==> src/sv/fqa_pkg.sv <==
// ----------------------------------------------------------------------------
// fqa_pkg
// Shared types, constants and the coefficient table of the arctangent block.
// ----------------------------------------------------------------------------
package fqa_pkg;

   localparam int IN_WIDTH      = 16;
   localparam int OUT_WIDTH     = 16;
   localparam int RATIO_WIDTH   = 16;
   localparam int ACC_WIDTH     = 28;
   localparam int PROD_WIDTH    = ACC_WIDTH + RATIO_WIDTH + 1;
   localparam int RATIO_FRAC    = 15;
   localparam int COEF_FRAC     = 24;
   localparam int ANGLE_FRAC    = 13;
   localparam int OUT_SHIFT     = COEF_FRAC - ANGLE_FRAC;
   localparam int POLY_TERMS    = 10;
   localparam int DIV_STAGES    = RATIO_WIDTH;
   localparam int HORNER_STAGES = POLY_TERMS - 1;

   localparam logic signed [ACC_WIDTH-1:0] HALF_PI_Q24 = 28'sd26353589;
   localparam logic signed [ACC_WIDTH-1:0] PI_Q24      = 28'sd52707179;

   typedef enum logic [2:0] {
      OP_ZERO,
      OP_PI,
      OP_POS,
      OP_NEG,
      OP_PI_SUB,
      OP_SUB_PI
   } op_type;

   typedef struct packed {
      logic [IN_WIDTH-1:0] hi;
      logic [IN_WIDTH-1:0] lo;
      logic                swap;
      op_type              op;
   } item_type;

   typedef struct packed {
      logic swap;
      op_type op;
   } meta_type;

   function automatic logic signed [ACC_WIDTH-1:0] coef(input logic [3:0] k);
      logic signed [ACC_WIDTH-1:0] c;
      case (k)
         4'd1:    c = 28'sd16777219;
         4'd2:    c = -28'sd384;
         4'd3:    c = -28'sd5583603;
         4'd4:    c = -28'sd73901;
         4'd5:    c = 28'sd3627599;
         4'd6:    c = -28'sd348135;
         4'd7:    c = -28'sd2928066;
         4'd8:    c = 28'sd2249082;
         4'd9:    c = -28'sd543018;
         default: c = '0;
      endcase
      return c;
   endfunction

endpackage

==> src/sv/fqa_queue.sv <==
// ----------------------------------------------------------------------------
// fqa_queue
// Two-entry queue between the classifier and the arithmetic pipeline.
// ----------------------------------------------------------------------------
module fqa_queue (
   input  logic              clock,
   input  logic              reset,
   input  logic              push_valid,
   input  fqa_pkg::item_type push_item,
   output logic              full,
   output logic              pop_valid,
   output fqa_pkg::item_type pop_item,
   input  logic              pop
);

   fqa_pkg::item_type entry_ff [2];
   logic       wr_ptr_ff, wr_ptr_in;
   logic       rd_ptr_ff, rd_ptr_in;
   logic [1:0] count_ff, count_in;
   logic       do_push, do_pop;

   always_comb begin
      full      = (count_ff == 2'd2);
      pop_valid = (count_ff != 2'd0);
      pop_item  = entry_ff[rd_ptr_ff];
      do_push   = push_valid && !full;
      do_pop    = pop && pop_valid;
      wr_ptr_in = wr_ptr_ff ^ do_push;
      rd_ptr_in = rd_ptr_ff ^ do_pop;
      count_in  = count_ff + {1'b0, do_push} - {1'b0, do_pop};
   end

   always_ff @(posedge clock) begin
      if (reset) begin
         wr_ptr_ff <= 1'b0;
         rd_ptr_ff <= 1'b0;
         count_ff  <= 2'd0;
      end else begin
         wr_ptr_ff <= wr_ptr_in;
         rd_ptr_ff <= rd_ptr_in;
         count_ff  <= count_in;
      end
      if (do_push) begin
         entry_ff[wr_ptr_ff] <= push_item;
      end
   end

endmodule

==> config.mk <==
export PLATFORM = sky130hd
export DESIGN_NAME = fqa_queue
export DESIGN_NICKNAME = d
export VERILOG_FILES = /design/src/sv/fqa_pkg.sv /design/src/sv/fqa_queue.sv
export SDC_FILE = /design/constraint.sdc
export NUM_CORES = 1
export LEC_CHECK = 0
export BUFFER_PORTS_ARGS = -buffer_cell sky130_fd_sc_hd__buf_2
export CAP_MARGIN = 20
export CORE_UTILIZATION = 55
export DETAILED_ROUTE_END_ITERATION = 16
export PLACE_DENSITY_LB_ADDON = 0.1
export RECOVER_POWER = 100
export SYNTH_ARGS = -nofsm -noshare
export SYNTH_HDL_FRONTEND = slang
export SYNTH_SLANG_ARGS = --single-unit
==> constraint.sdc <==
create_clock -name clock -period 5.35 [get_ports clock]
set_clock_uncertainty 0.1 [all_clocks]
set_input_delay 0.535 -clock clock [delete_from_list [all_inputs] [get_ports clock]]
set_output_delay 0.535 -clock clock [all_outputs]
set_load 0.05 [all_outputs]
==> impl_metrics.py <==
metrics = {
    "floorplan": {
        "io_pins": 78,
        "die_area_um2": 5450,
        "core_um2": 4850,
        "fp.dieW_um": 73.8,
        "die_h_um": 73.8,
        "rows": 25,
        "initial_utilization": 0.585,
    },
    "final_layout": {
        "fin_util": 0.701,
        "layout-drive-gt1-share": 0.362,
        "final.fill_count": 343,
        "diodes": 0,
        "fin_nets": 263,
        "synthToLayoutAreaGrowth_pct": 19.8,
    },
    "power": {
        "p_leak_nw": 1.20,
        "peakVddDrop_mv": 0.275,
        "powerDensity_nw_per_um2": 532,
    },
    "sta": {
        "slew_violations": 113,
        "final.min_clock_period_ps": 3250,
        "slew_headroom": -0.0926,
        "hold_viol_final": 0,
        "max_freq_ghz": 0.308,
        "finalCritPeriodShare": 0.607,
        "whs_ps": 287,
        "worstMarginPinSlew_ps": 1640,
        "setup_viol": 0,
        "rsz0062_at_grt": "no",
        "setup_tns_ps": 0,
    },
    "placement": {
        "routabilityCongestion": 0.633,
        "hpwlAfterDp_um": 2830,
        "portBuffers": 77,
    },
    "logic_synthesis": {
        "synth.net_count": 179,
        "syn-cell-area_um2": 2840,
        "netlist.top_cell.by_area": "edfxtp_1",
        "synthArstFlopShare": 0,
        "synth_flop_cell": "edfxtp_1",
        "synth_area_leaders": "edfxtp_1 (76%), mux2_2 (15%), dfxtp_1 (2.8%)",
        "synthCells": 135,
        "synth_top_area_share": 0.763,
        "syn_avg_cell_area_um2": 21.0,
        "ys_types": 15,
        "ys_warn_count": 0,
        "synth_commonest_cells": "edfxtp_1 (72), mux2_2 (37), dfxtp_1 (4), ha_1 (4)",
        "ys_seq_area_frac": 0.791,
        "synth_edf_count": 72,
        "yosysMostFrequentCell": "edfxtp_1",
        "ys_seq_elements": 76,
    },
    "global_routing": {
        "antenna_found_initial": 0,
        "grt_overflow": 0,
        "grt_max_degree": 39,
        "grt_pass1_wl_um": 6280,
        "grt_pass1_vias": 1432,
        "grtUsageTotal": 0.168,
    },
    "clock_network": {
        "clock_sinks": 76,
        "ctsHtreeMaxLevel": 3,
        "clock_latency_ps": 330,
        "cts_tree": "yes",
        "cts_root_buf": "clkbuf_8",
        "clockBufferDepth": 2,
        "cts.clk_slew.worst_paths_ps": 80,
        "cts_resized": 0,
        "postCtsSetupRepairBufs": 0,
        "hold_buffers": 0,
        "numCtsBuffers": 9,
    },
    "drt": {
        "vias": 1447,
        "avgViaCountPerCell": 4.97,
        "drtPass1Iterations": 5,
        "postRouteAntennaNets": 0,
        "drc": 0,
        "post_drt_wl_per_cell_um": 14.9,
        "drt_wl_total_um": 4340,
        "drtIter0Drc": 94,
    },
    "setup_path": {
        "worstPathMaxFanout": 38,
        "startpoint_type": "flip-flop",
        "end_kind": "primary output",
        "critPathKind": "reg -> out",
        "crit_required_ps": 4720,
        "arrival_ps": 2610,
        "reg2reg_depth": 3,
    },
    "flow_run": {
        "maxCapViolCount": 3,
    },
    "worst_hold_path": {
        "hold_depth": 1,
        "hold_path.class": "in -> reg",
    },
    "status": {
        "outcome": "finished, violations left",
        "violations": "capacitance limit, slew limit",
    },
}
final timing paths:
| check | startpoint | end | slack [ps] |
|---|---|---|---|
| worst min-delay path | push_item[33] | entry_ff[1][33]$_DFFE_PP_ | 290 |
| worst min register to register | wr_ptr_ff$_SDFF_PP0_ | wr_ptr_ff$_SDFF_PP0_ | 480 |
| worst max register to register | count_ff[0]$_SDFF_PP0_ | entry_ff[0][31]$_DFFE_PP_ | 2790 |
| worst max-delay path | rd_ptr_ff$_SDFF_PP0_ | pop_item[15] | 2100 |
cell usage in the layout, fill, tap and decap left out, drive strengths merged:
| cell | instances |
|---|---|
| edfxtp | 72 |
| clkbuf | 63 |
| mux2 | 37 |
| buf | 29 |
| ha | 4 |
| dfxtp | 4 |
| inv | 3 |
| nor2 | 3 |
| nor2b | 2 |
| or2 | 1 |
| o21a | 1 |
| nand2b | 1 |
| and2 | 1 |
| nand2 | 1 |
| xnor3 | 1 |
| clkinv | 1 |
critical path: stages, from the launching register on:
cell      delay (ps)
dfxtp_1         1420
mux2_2           370
clkbuf_1         480
logic make-up (layout without fill, tap and decap cells):
kind of cell	count (synthesis)	after routing	synth area share
XOR/XNOR	1	1	0.00794
flip-flops	76	76	0.791
adder cells (fa/ha/maj)	4	4	0.0177
AND/OR/NAND/NOR	9	9	0.0163
AO/OA/AOI/OAI	1	1	0.00265
multiplexers	37	37	0.147
buffers and inverters	7	96	0.0176
stage by stage:
| step | cell area, µm² | std cells | setup slack, ps | power [W] |
|---|---|---|---|---|
| after floorplan | 2840 | 135 | 3260 | 0.00132 |
| after global placement | 3270 | 275 | 3220 | 0.00142 |
| after detailed placement | 3270 | 275 | 3180 | 0.00144 |
| after CTS | 3460 | 291 | 2810 | 0.00184 |
| after global routing | 3400 | 291 | 1900 | 0.00188 |
| final | 3400 | 291 | 2100 | 0.00181 |
cell type report:
cell class | count | area, µm² | area share
sequential | 76 | 2240 | 0.660
multi-input combinational | 52 | 543 | 0.160
timing repair buffer | 77 | 325 | 0.0958
clock buffer | 15 | 186 | 0.0549
tap | 67 | 83.8 | 0.0247
inverter | 3 | 11.3 | 0.00331
clock inverter | 1 | 5.00 | 0.00147
registers in the layout, summed over array words and instances, names as in the netlist:
signal and cells:
rd_ptr_ff 1, count_ff 2, entry_ff 72, wr_ptr_ff 1
per-layer routing:
| metal | up-vias | track usage | share of wire |
|---|---|---|---|
| li1 | 689 | - | - |
| met1 | 689 | 0.180 | 0.40 |
| met2 | 60 | 0.282 | 0.52 |
| met3 | 9 | 0.0535 | 0.063 |
| met4 | 0 | 0.113 | 0.016 |
| met5 | - | 0 | 0 |
power breakdown:
part	internal [W]	switching (W)
clock	0.000219	0.000185
sequential	0.000759	0.0000534
combinational	0.000159	0.000431
total	0.00114	0.000669
Note: power is estimated with default switching activity, not from simulation.
