### src/sv/fqa_pkg.sv
// ----------------------------------------------------------------------------
// fqa_pkg
// Shared types, constants and the coefficient table of the arctangent block.
// ----------------------------------------------------------------------------
package fqa_pkg;

   localparam int IN_WIDTH      = 16;
   localparam int OUT_WIDTH     = 16;
   localparam int RATIO_WIDTH   = 16;
   localparam int ACC_WIDTH     = 28;
   localparam int PROD_WIDTH    = ACC_WIDTH + RATIO_WIDTH + 1;
   localparam int RATIO_FRAC    = 15;
   localparam int COEF_FRAC     = 24;
   localparam int ANGLE_FRAC    = 13;
   localparam int OUT_SHIFT     = COEF_FRAC - ANGLE_FRAC;
   localparam int POLY_TERMS    = 10;
   localparam int DIV_STAGES    = RATIO_WIDTH;
   localparam int HORNER_STAGES = POLY_TERMS - 1;

   localparam logic signed [ACC_WIDTH-1:0] HALF_PI_Q24 = 28'sd26353589;
   localparam logic signed [ACC_WIDTH-1:0] PI_Q24      = 28'sd52707179;

   typedef enum logic [2:0] {
      OP_ZERO,
      OP_PI,
      OP_POS,
      OP_NEG,
      OP_PI_SUB,
      OP_SUB_PI
   } op_type;

   typedef struct packed {
      logic [IN_WIDTH-1:0] hi;
      logic [IN_WIDTH-1:0] lo;
      logic                swap;
      op_type              op;
   } item_type;

   typedef struct packed {
      logic swap;
      op_type op;
   } meta_type;

   function automatic logic signed [ACC_WIDTH-1:0] coef(input logic [3:0] k);
      logic signed [ACC_WIDTH-1:0] c;
      case (k)
         4'd1:    c = 28'sd16777219;
         4'd2:    c = -28'sd384;
         4'd3:    c = -28'sd5583603;
         4'd4:    c = -28'sd73901;
         4'd5:    c = 28'sd3627599;
         4'd6:    c = -28'sd348135;
         4'd7:    c = -28'sd2928066;
         4'd8:    c = 28'sd2249082;
         4'd9:    c = -28'sd543018;
         default: c = '0;
      endcase
      return c;
   endfunction

endpackage

### src/sv/fqa_front.sv
// ----------------------------------------------------------------------------
// fqa_front
// Forms magnitudes of the signed inputs, orders them and picks the quadrant correction.
// ----------------------------------------------------------------------------
module fqa_front (
   input  logic [fqa_pkg::IN_WIDTH-1:0] y_value,
   input  logic [fqa_pkg::IN_WIDTH-1:0] x_value,
   output fqa_pkg::item_type            item
);

   logic [fqa_pkg::IN_WIDTH-1:0] ay;
   logic [fqa_pkg::IN_WIDTH-1:0] ax;
   logic y_neg, x_neg, y_zero, x_zero;

   always_comb begin
      y_neg  = y_value[fqa_pkg::IN_WIDTH-1];
      x_neg  = x_value[fqa_pkg::IN_WIDTH-1];
      y_zero = (y_value == '0);
      x_zero = (x_value == '0);
      ay = y_neg ? (~y_value + 1'b1) : y_value;
      ax = x_neg ? (~x_value + 1'b1) : x_value;
      item.swap = (ay > ax);
      item.hi   = item.swap ? ay : ax;
      item.lo   = item.swap ? ax : ay;
      if (x_zero && y_zero) begin
         item.op = fqa_pkg::OP_ZERO;
      end else if (!x_neg) begin
         item.op = y_neg ? fqa_pkg::OP_NEG : fqa_pkg::OP_POS;
      end else if (y_zero) begin
         item.op = fqa_pkg::OP_PI;
      end else begin
         item.op = y_neg ? fqa_pkg::OP_SUB_PI : fqa_pkg::OP_PI_SUB;
      end
   end

endmodule

### config.mk
export PLATFORM = sky130hd
export DESIGN_NAME = fqa_front
export DESIGN_NICKNAME = d
export VERILOG_FILES = /design/src/sv/fqa_pkg.sv /design/src/sv/fqa_front.sv
export SDC_FILE = /design/constraint.sdc
export NUM_CORES = 1
export LEC_CHECK = 0
export ABC_AREA = 1
export CAP_MARGIN = 20
export CORE_MARGIN = 2
export CORE_UTILIZATION = 30
export DETAILED_ROUTE_END_ITERATION = 8
export DONT_BUFFER_PORTS = 1
export PLACE_DENSITY = 0.56
export SYNTH_ARGS = -nofsm -noshare
export SYNTH_HDL_FRONTEND = slang
export SYNTH_SLANG_ARGS = --single-unit
### constraint.sdc
create_clock -name vclk -period 3.6
set_input_delay 0.72 -clock vclk [all_inputs]
set_output_delay 0.72 -clock vclk [all_outputs]
set_load 0.005 [all_outputs]
==> results by group, run 1 <==
Outcome
  – Status: completed

Route
  – First-pass iteration count of the detailed router: 4
  – DR WL/cell: 13.68 um
  – Initial DRC count: 171
  – Via count: 2290
  – DR vias/cell: 5.100
  – Wirelength, routed: 6141 um
  – Antenna-violating nets left: 0
  – DRC: 0

Layout
  – CLK BUF: 0
  – Filler cells: 666
  – Sequential cell count: 0
  – Fin util: 0.3779
  – Diodes inserted: 0
  – Nets: 426
  – Share of layout cells above drive strength 1: 0.1711
  – Layout area overhead: 23.22%
  – FF/Latch Area: 0 um2

Power and ir drop
  – Clock Power Share: 0
  – PD cells: 187.4 nW/um2
  – Int Power: 0.0001643 W
  – NetSw: 0.0002500 W
  – Net Sw Frac: 0.6034
  – Combinational Power Share: 1.000
  – VDD IR-drop max: 0.1040 mV
  – Static Leak: 1.239 nW
  – Sequential share of power: 0

STA
  – Slew headroom: 0.7169
  – Hold WS: 1.477 ns
  – Final Hold Viols: 0
  – # setup viols final: 0
  – Min Tclk post-route: 3.491 ns
  – Period utilization: 0.9698
  – Slew @ Worst Pin: 0.4203 ns
  – Max Slew Vio Count: 0
  – Max Fclk: 0.2864 GHz

Placement
  – Number of I/O port buffers: 0
  – Post-DP HPWL: 4571 um
  – Final RePlAce weighted congestion: 0.8098

Global routing
  – GR Util met1: 0.2105
  – GR met3 Demand/Resource: 0.01222
  – Largest net degree at the start of global routing: 34
  – Total gr overflow: 0
  – GR Util met2: 0.3000
  – Busiest layer in global routing: met2
  – Number of global-route vias before repair: 1836
  – Initial antenna violation count: 0
  – All-Layer GR Usage: 0.1602
  – Wire length of the first global-routing pass: 8556 um

Floorplan
  – I/O pins: 68
  – Initial Util: 0.3067
  – Die ar.: 6615 um2
  – # rows: 28
  – Die X: 81.34 um
  – Core ar.: 5851 um2
  – Die H: 81.34 um

Yosys
  – Yosys cell types: 27
  – Mapped cell area: 1794 um2
  – Yosys warnings: 0
  – Post-synthesis sequential area ratio: 0
  – Mean Syn Cell Area: 4.929 um2
  – Cells after Synth: 364
  – Post-Syn Nets: 414

Worst setup path
  – Worst EP arrival: 2.77 ns
  – CP required: 2.88 ns
  – Endpoint class of the critical path: output port
  – Critical path class: in2out
  – Crit Path Max Fanout: 8
  – Startpoint types: input pin

Job
  – Max Cap Viol: 0

Hold path
  – Hold Path Class: in2out
  – WHS Endpoint: item[1]
  – Hold Crit Start: x_value[15]
  – Cell count of the worst hold path: 1
-- cell type report --
type               count  area (um2)  area share
multi-input cells    306        1710      0.7736
repair buffers        21       230.2      0.1041
inverters             47       176.4     0.07980
well taps             75       93.84     0.04244
-- metrics by stage --
stage	setup WS [ns]	setup TNS (ns)	instance area (um2)	instances	power, W
2_1_floorplan	0.3543	0	1794	364	0.0002773
3_3_place_gp	0.01777	0	1892	438	0.0003183
3_5_place_dp	-0.001385	-0.001385	1892	438	0.0003254
4_1_cts	0.007884	0	1899	439	0.0003284
5_1_grt	-0.07961	-2.071	2211	449	0.0004665
6_report	0.1089	0	2211	449	0.0004143
-- routing by layer --
layer / share of wire / up-vias / routed length (um)
met4: 0.0062 / 0 / 38
met2: 0.52 / 79 / 3177
met3: 0.054 / 2 / 329
met1: 0.42 / 1044 / 2596
met5: 0 / - / 0
li1: - / 1165 / -
-- what timing repair did --
item                                    CTS  global route
endpoints found under the setup margin    2            33
hold buffers                              0             0
cloned                                    0             4
setup buffers                             1             6
pin swaps                                 1            21
resized for setup                         0            47
-- synthesized netlist by cell type (all sizes together) --
cell	n	area, um2
clkbuf	4	15.01
a21o	1	7.510
a41oi	1	8.760
nand2b	1	6.260
nand3b	2	15.01
nand3	50	262.8
nor3	4	20.02
buf	9	71.31
o21ai	9	48.80
a21oi	7	35.03
ha	18	225.2
o211ai	1	7.510
xor2	11	96.34
nor2	36	152.6
nand2	158	608.1
nand4	3	25.02
or2	2	12.51
inv	47	176.4
-- kinds of logic after synthesis --
| logic type | Yosys count | synth area share |
|---|---|---|
| buffers and inverters | 60 | 0.1464 |
| and+or+nand+nor | 256 | 0.6144 |
| xor gates and xnor gates | 11 | 0.05369 |
| adders and majority gates | 18 | 0.1255 |
| AOI/OAI and AO/OA | 19 | 0.05998 |
-- worst max-delay path: stages --
cell and delay, ns:
nor2_4 0.14, nand2_2 0.10, nor2_2 0.13, nand3_1 0.10
nand2_1 0.07, nand2_1 0.05, nand2_2 0.10, inv_1 0.05
ha_1 0.29, nand2_1 0.07, nand2_1 0.05, nand3_1 0.07
a21oi_1 0.08, nor2_2 0.23, nand2_8 0.17, clkbuf_16 0.20
nand3_1 0.07, nand2_1 0.07
-- power groups by stage --
stage / Combinational (W) / Sequential, W / Clock, W
3_5_place_dp: 0.000325 / 0 / 0
4_1_cts: 0.000328 / 0 / 0
6_report: 0.000414 / 0 / 0
5_1_grt: 0.000466 / 0 / 0
2_1_floorplan: 0.000277 / 0 / 0
3_3_place_gp: 0.000318 / 0 / 0
-- worst max-delay path by stage --
stage / startpoint / to
after floorplan: x_value[1] / item[5]
after global placement: x_value[1] / item[34]
after detailed placement: x_value[1] / item[35]
after CTS: x_value[1] / item[35]
after global routing: x_value[5] / item[18]
final: x_value[5] / item[22]
-- placed cells by master, fill, tap and decap left out --
| master | n |
|---|---|
| xor2_2 | 2 |
| o21ai_0 | 6 |
| o21ai_2 | 2 |
| clkbuf_16 | 2 |
| xor2_1 | 9 |
| o211ai_1 | 1 |
| nand3_4 | 1 |
| nor2_4 | 4 |
| a41oi_1 | 1 |
| a21oi_2 | 1 |
| ha_2 | 1 |
| nor3_2 | 1 |
| ha_1 | 15 |
| ha_4 | 2 |
| nand2b_1 | 1 |
| nand4_2 | 1 |
| a21o_1 | 1 |
| nand2_1 | 142 |
| buf_4 | 16 |
| o21ai_1 | 1 |
| a21oi_1 | 6 |
| nand3_1 | 49 |
| nand2_4 | 3 |
| inv_2 | 1 |
| buf_12 | 3 |
| nand4_1 | 2 |
| nand3b_1 | 2 |
| nor3_1 | 3 |
| nand2_2 | 12 |
| inv_1 | 46 |
| or2_2 | 2 |
| nand2_8 | 3 |
| nor2_2 | 7 |
| nor2_1 | 25 |
No activity file was read; power rests on OpenSTA's default activity.
==> run 2, diff against run 1 <==
Settings changed: CELL_PAD_IN_SITES_DETAIL_PLACEMENT set to 1, CELL_PAD_IN_SITES_GLOBAL_PLACEMENT set to 2, CORE_MARGIN 2 to not set, GPL_ROUTABILITY_DRIVEN set to 1, PLACE_DENSITY 0.56 to 0.94.
==> results by group, run 2 (same netlist as run 1, synthesis figures left out) <==
STA
  – Slew headroom: 0.7024
  – Max Fclk: 0.2760 GHz
  – Final WS setup: -0.02343 ns
  – Slew @ Worst Pin: 0.4417 ns
  – # setup viols final: 2
  – Final Hold Viols: 0
  – Period utilization: 1.007
  – Max Slew Vio Count: 0
  – Min Tclk post-route: 3.623 ns
  – Hold WS: 1.496 ns

Layout
  – Share of layout cells above drive strength 1: 0.2345
  – Layout area overhead: 35.91%
  – CLK BUF: 0
  – Sequential cell count: 0
  – Fin util: 0.4322
  – Filler cells: 784
  – Nets: 440
  – Leading cell type in the layout, fill and taps excluded: nand2_1
  – FF/Latch Area: 0 um2
  – Diodes inserted: 0
  – Most frequent cells in the layout: nand2_1, nand3_1, inv_1, buf_4, nor2_1

Route
  – DR vias/cell: 5.376
  – DRC: 0
  – Wirelength, routed: 8088 um
  – DR WL/cell: 17.58 um
  – Via count: 2473
  – Initial DRC count: 110
  – Antenna-violating nets left: 0
  – First-pass iteration count of the detailed router: 4

Power and ir drop
  – Sequential share of power: 0
  – VDD IR-drop max: 0.1019 mV
  – Combinational Power Share: 1.000
  – NetSw: 0.0002987 W
  – PD cells: 203.8 nW/um2
  – Int Power: 0.0001982 W
  – Clock Power Share: 0
  – Static Leak: 1.310 nW
  – Net Sw Frac: 0.6012

Worst setup path
  – Worst EP arrival: 2.90 ns
  – Critical path class: in2out
  – Critical-path cell list: inv_1, ha_2, nand2_2, nor2_2, nor2_1, xor2_1, inv_1, ha_1, nand4_1, nor2_4, nand2_4, nand2_8, buf_8, nand3_1, nand2_1
  – Crit path largest cell delay: 0.29 ns
  – CP required: 2.88 ns
  – Critical path buffer and inverter count: 3
  – Slowest cell on crit path: ha_1
  – Startpoint types: input pin
  – Endpoint class of the critical path: output port
  – Crit Path Max Fanout: 6
  – Top cell by count, worst path: inv_1
  – Delay-heaviest family, CP: simple AND/OR/NAND/NOR gates

Floorplan
  – Die ar.: 6294 um2
  – Core ar.: 5642 um2
  – Die H: 79.34 um
  – # rows: 27
  – Initial Util: 0.3180
  – Die X: 79.34 um
  – I/O pins: 68

Placement
  – Number of I/O port buffers: 0
  – Post-DP HPWL: 5254 um
  – Final RePlAce weighted congestion: 0.8340

Global routing
  – Total gr overflow: 0
  – All-Layer GR Usage: 0.1930
  – Number of global-route vias before repair: 2178
  – Largest net degree at the start of global routing: 34
  – Wire length of the first global-routing pass: 9963 um
  – Initial antenna violation count: 0

Clock network
  – CTS Hold Bufs: 0

Hold path
  – Hold Path Class: in2out

Outcome
  – Failing checks: negative setup slack
  – Status: complete, but fails checks

Job
  – Max Cap Viol: 0
## run 2: changes by cell type in the layout (fill, tap and decap cells not counted), sizes merged
cell | before | now
inv | 47 | 46
clkinvlp | 0 | 1
nand2 | 160 | 163
buf | 19 | 30
## run 2: path summary, 6_finish.rpt
kind              cells past startpoint       end         from  slack [ns]
setup / recovery                     15  item[25]   x_value[1]       -0.02
hold / removal                        1   item[1]  x_value[15]        1.50
## run 2: layer usage
layer	track usage	part of all wire	vias to the layer above
met3	0.01724	0.039	18
met2	0.3690	0.53	62
met5	0	0	-
li1	-	-	1198
met1	0.2388	0.40	1195
met4	0.01636	0.027	0
## run 2: through the flow
stage	power (W)	setup TNS (ns)	area (um2)	cells	setup slack [ns]
2_1_floorplan	0.0002773	0	1794	364	0.3543
3_3_place_gp	0.0003463	-0.3097	1978	447	-0.03000
3_5_place_dp	0.0003583	-3.157	1978	447	-0.1362
4_1_cts	0.0003646	0	1994	447	0.008819
5_1_grt	0.0005431	-2.494	2439	460	-0.1289
6_report	0.0004970	-0.02432	2439	460	-0.02343
## run 2: what timing repair did
action	CTS	global route
cloned	0	7
gates resized for setup	3	63
setup endpoints to repair	33	33
buffers inserted	0	6
pin swaps	0	22
## run 2: area by class of cell
| type | count | area [um2] | share of cell area |
|---|---|---|---|
| repair buffers | 32 | 305.3 | 0.1252 |
| inverters | 47 | 180.2 | 0.07388 |
| multi-input cells | 309 | 1863 | 0.7640 |
| well taps | 72 | 90.09 | 0.03694 |
## run 2: power groups by stage
stage	registers (W)	clock network [W]	logic (W)
2_1_floorplan	0	0	0.000277
3_3_place_gp	0	0	0.000346
3_5_place_dp	0	0	0.000358
4_1_cts	0	0	0.000365
5_1_grt	0	0	0.000543
6_report	0	0	0.000497
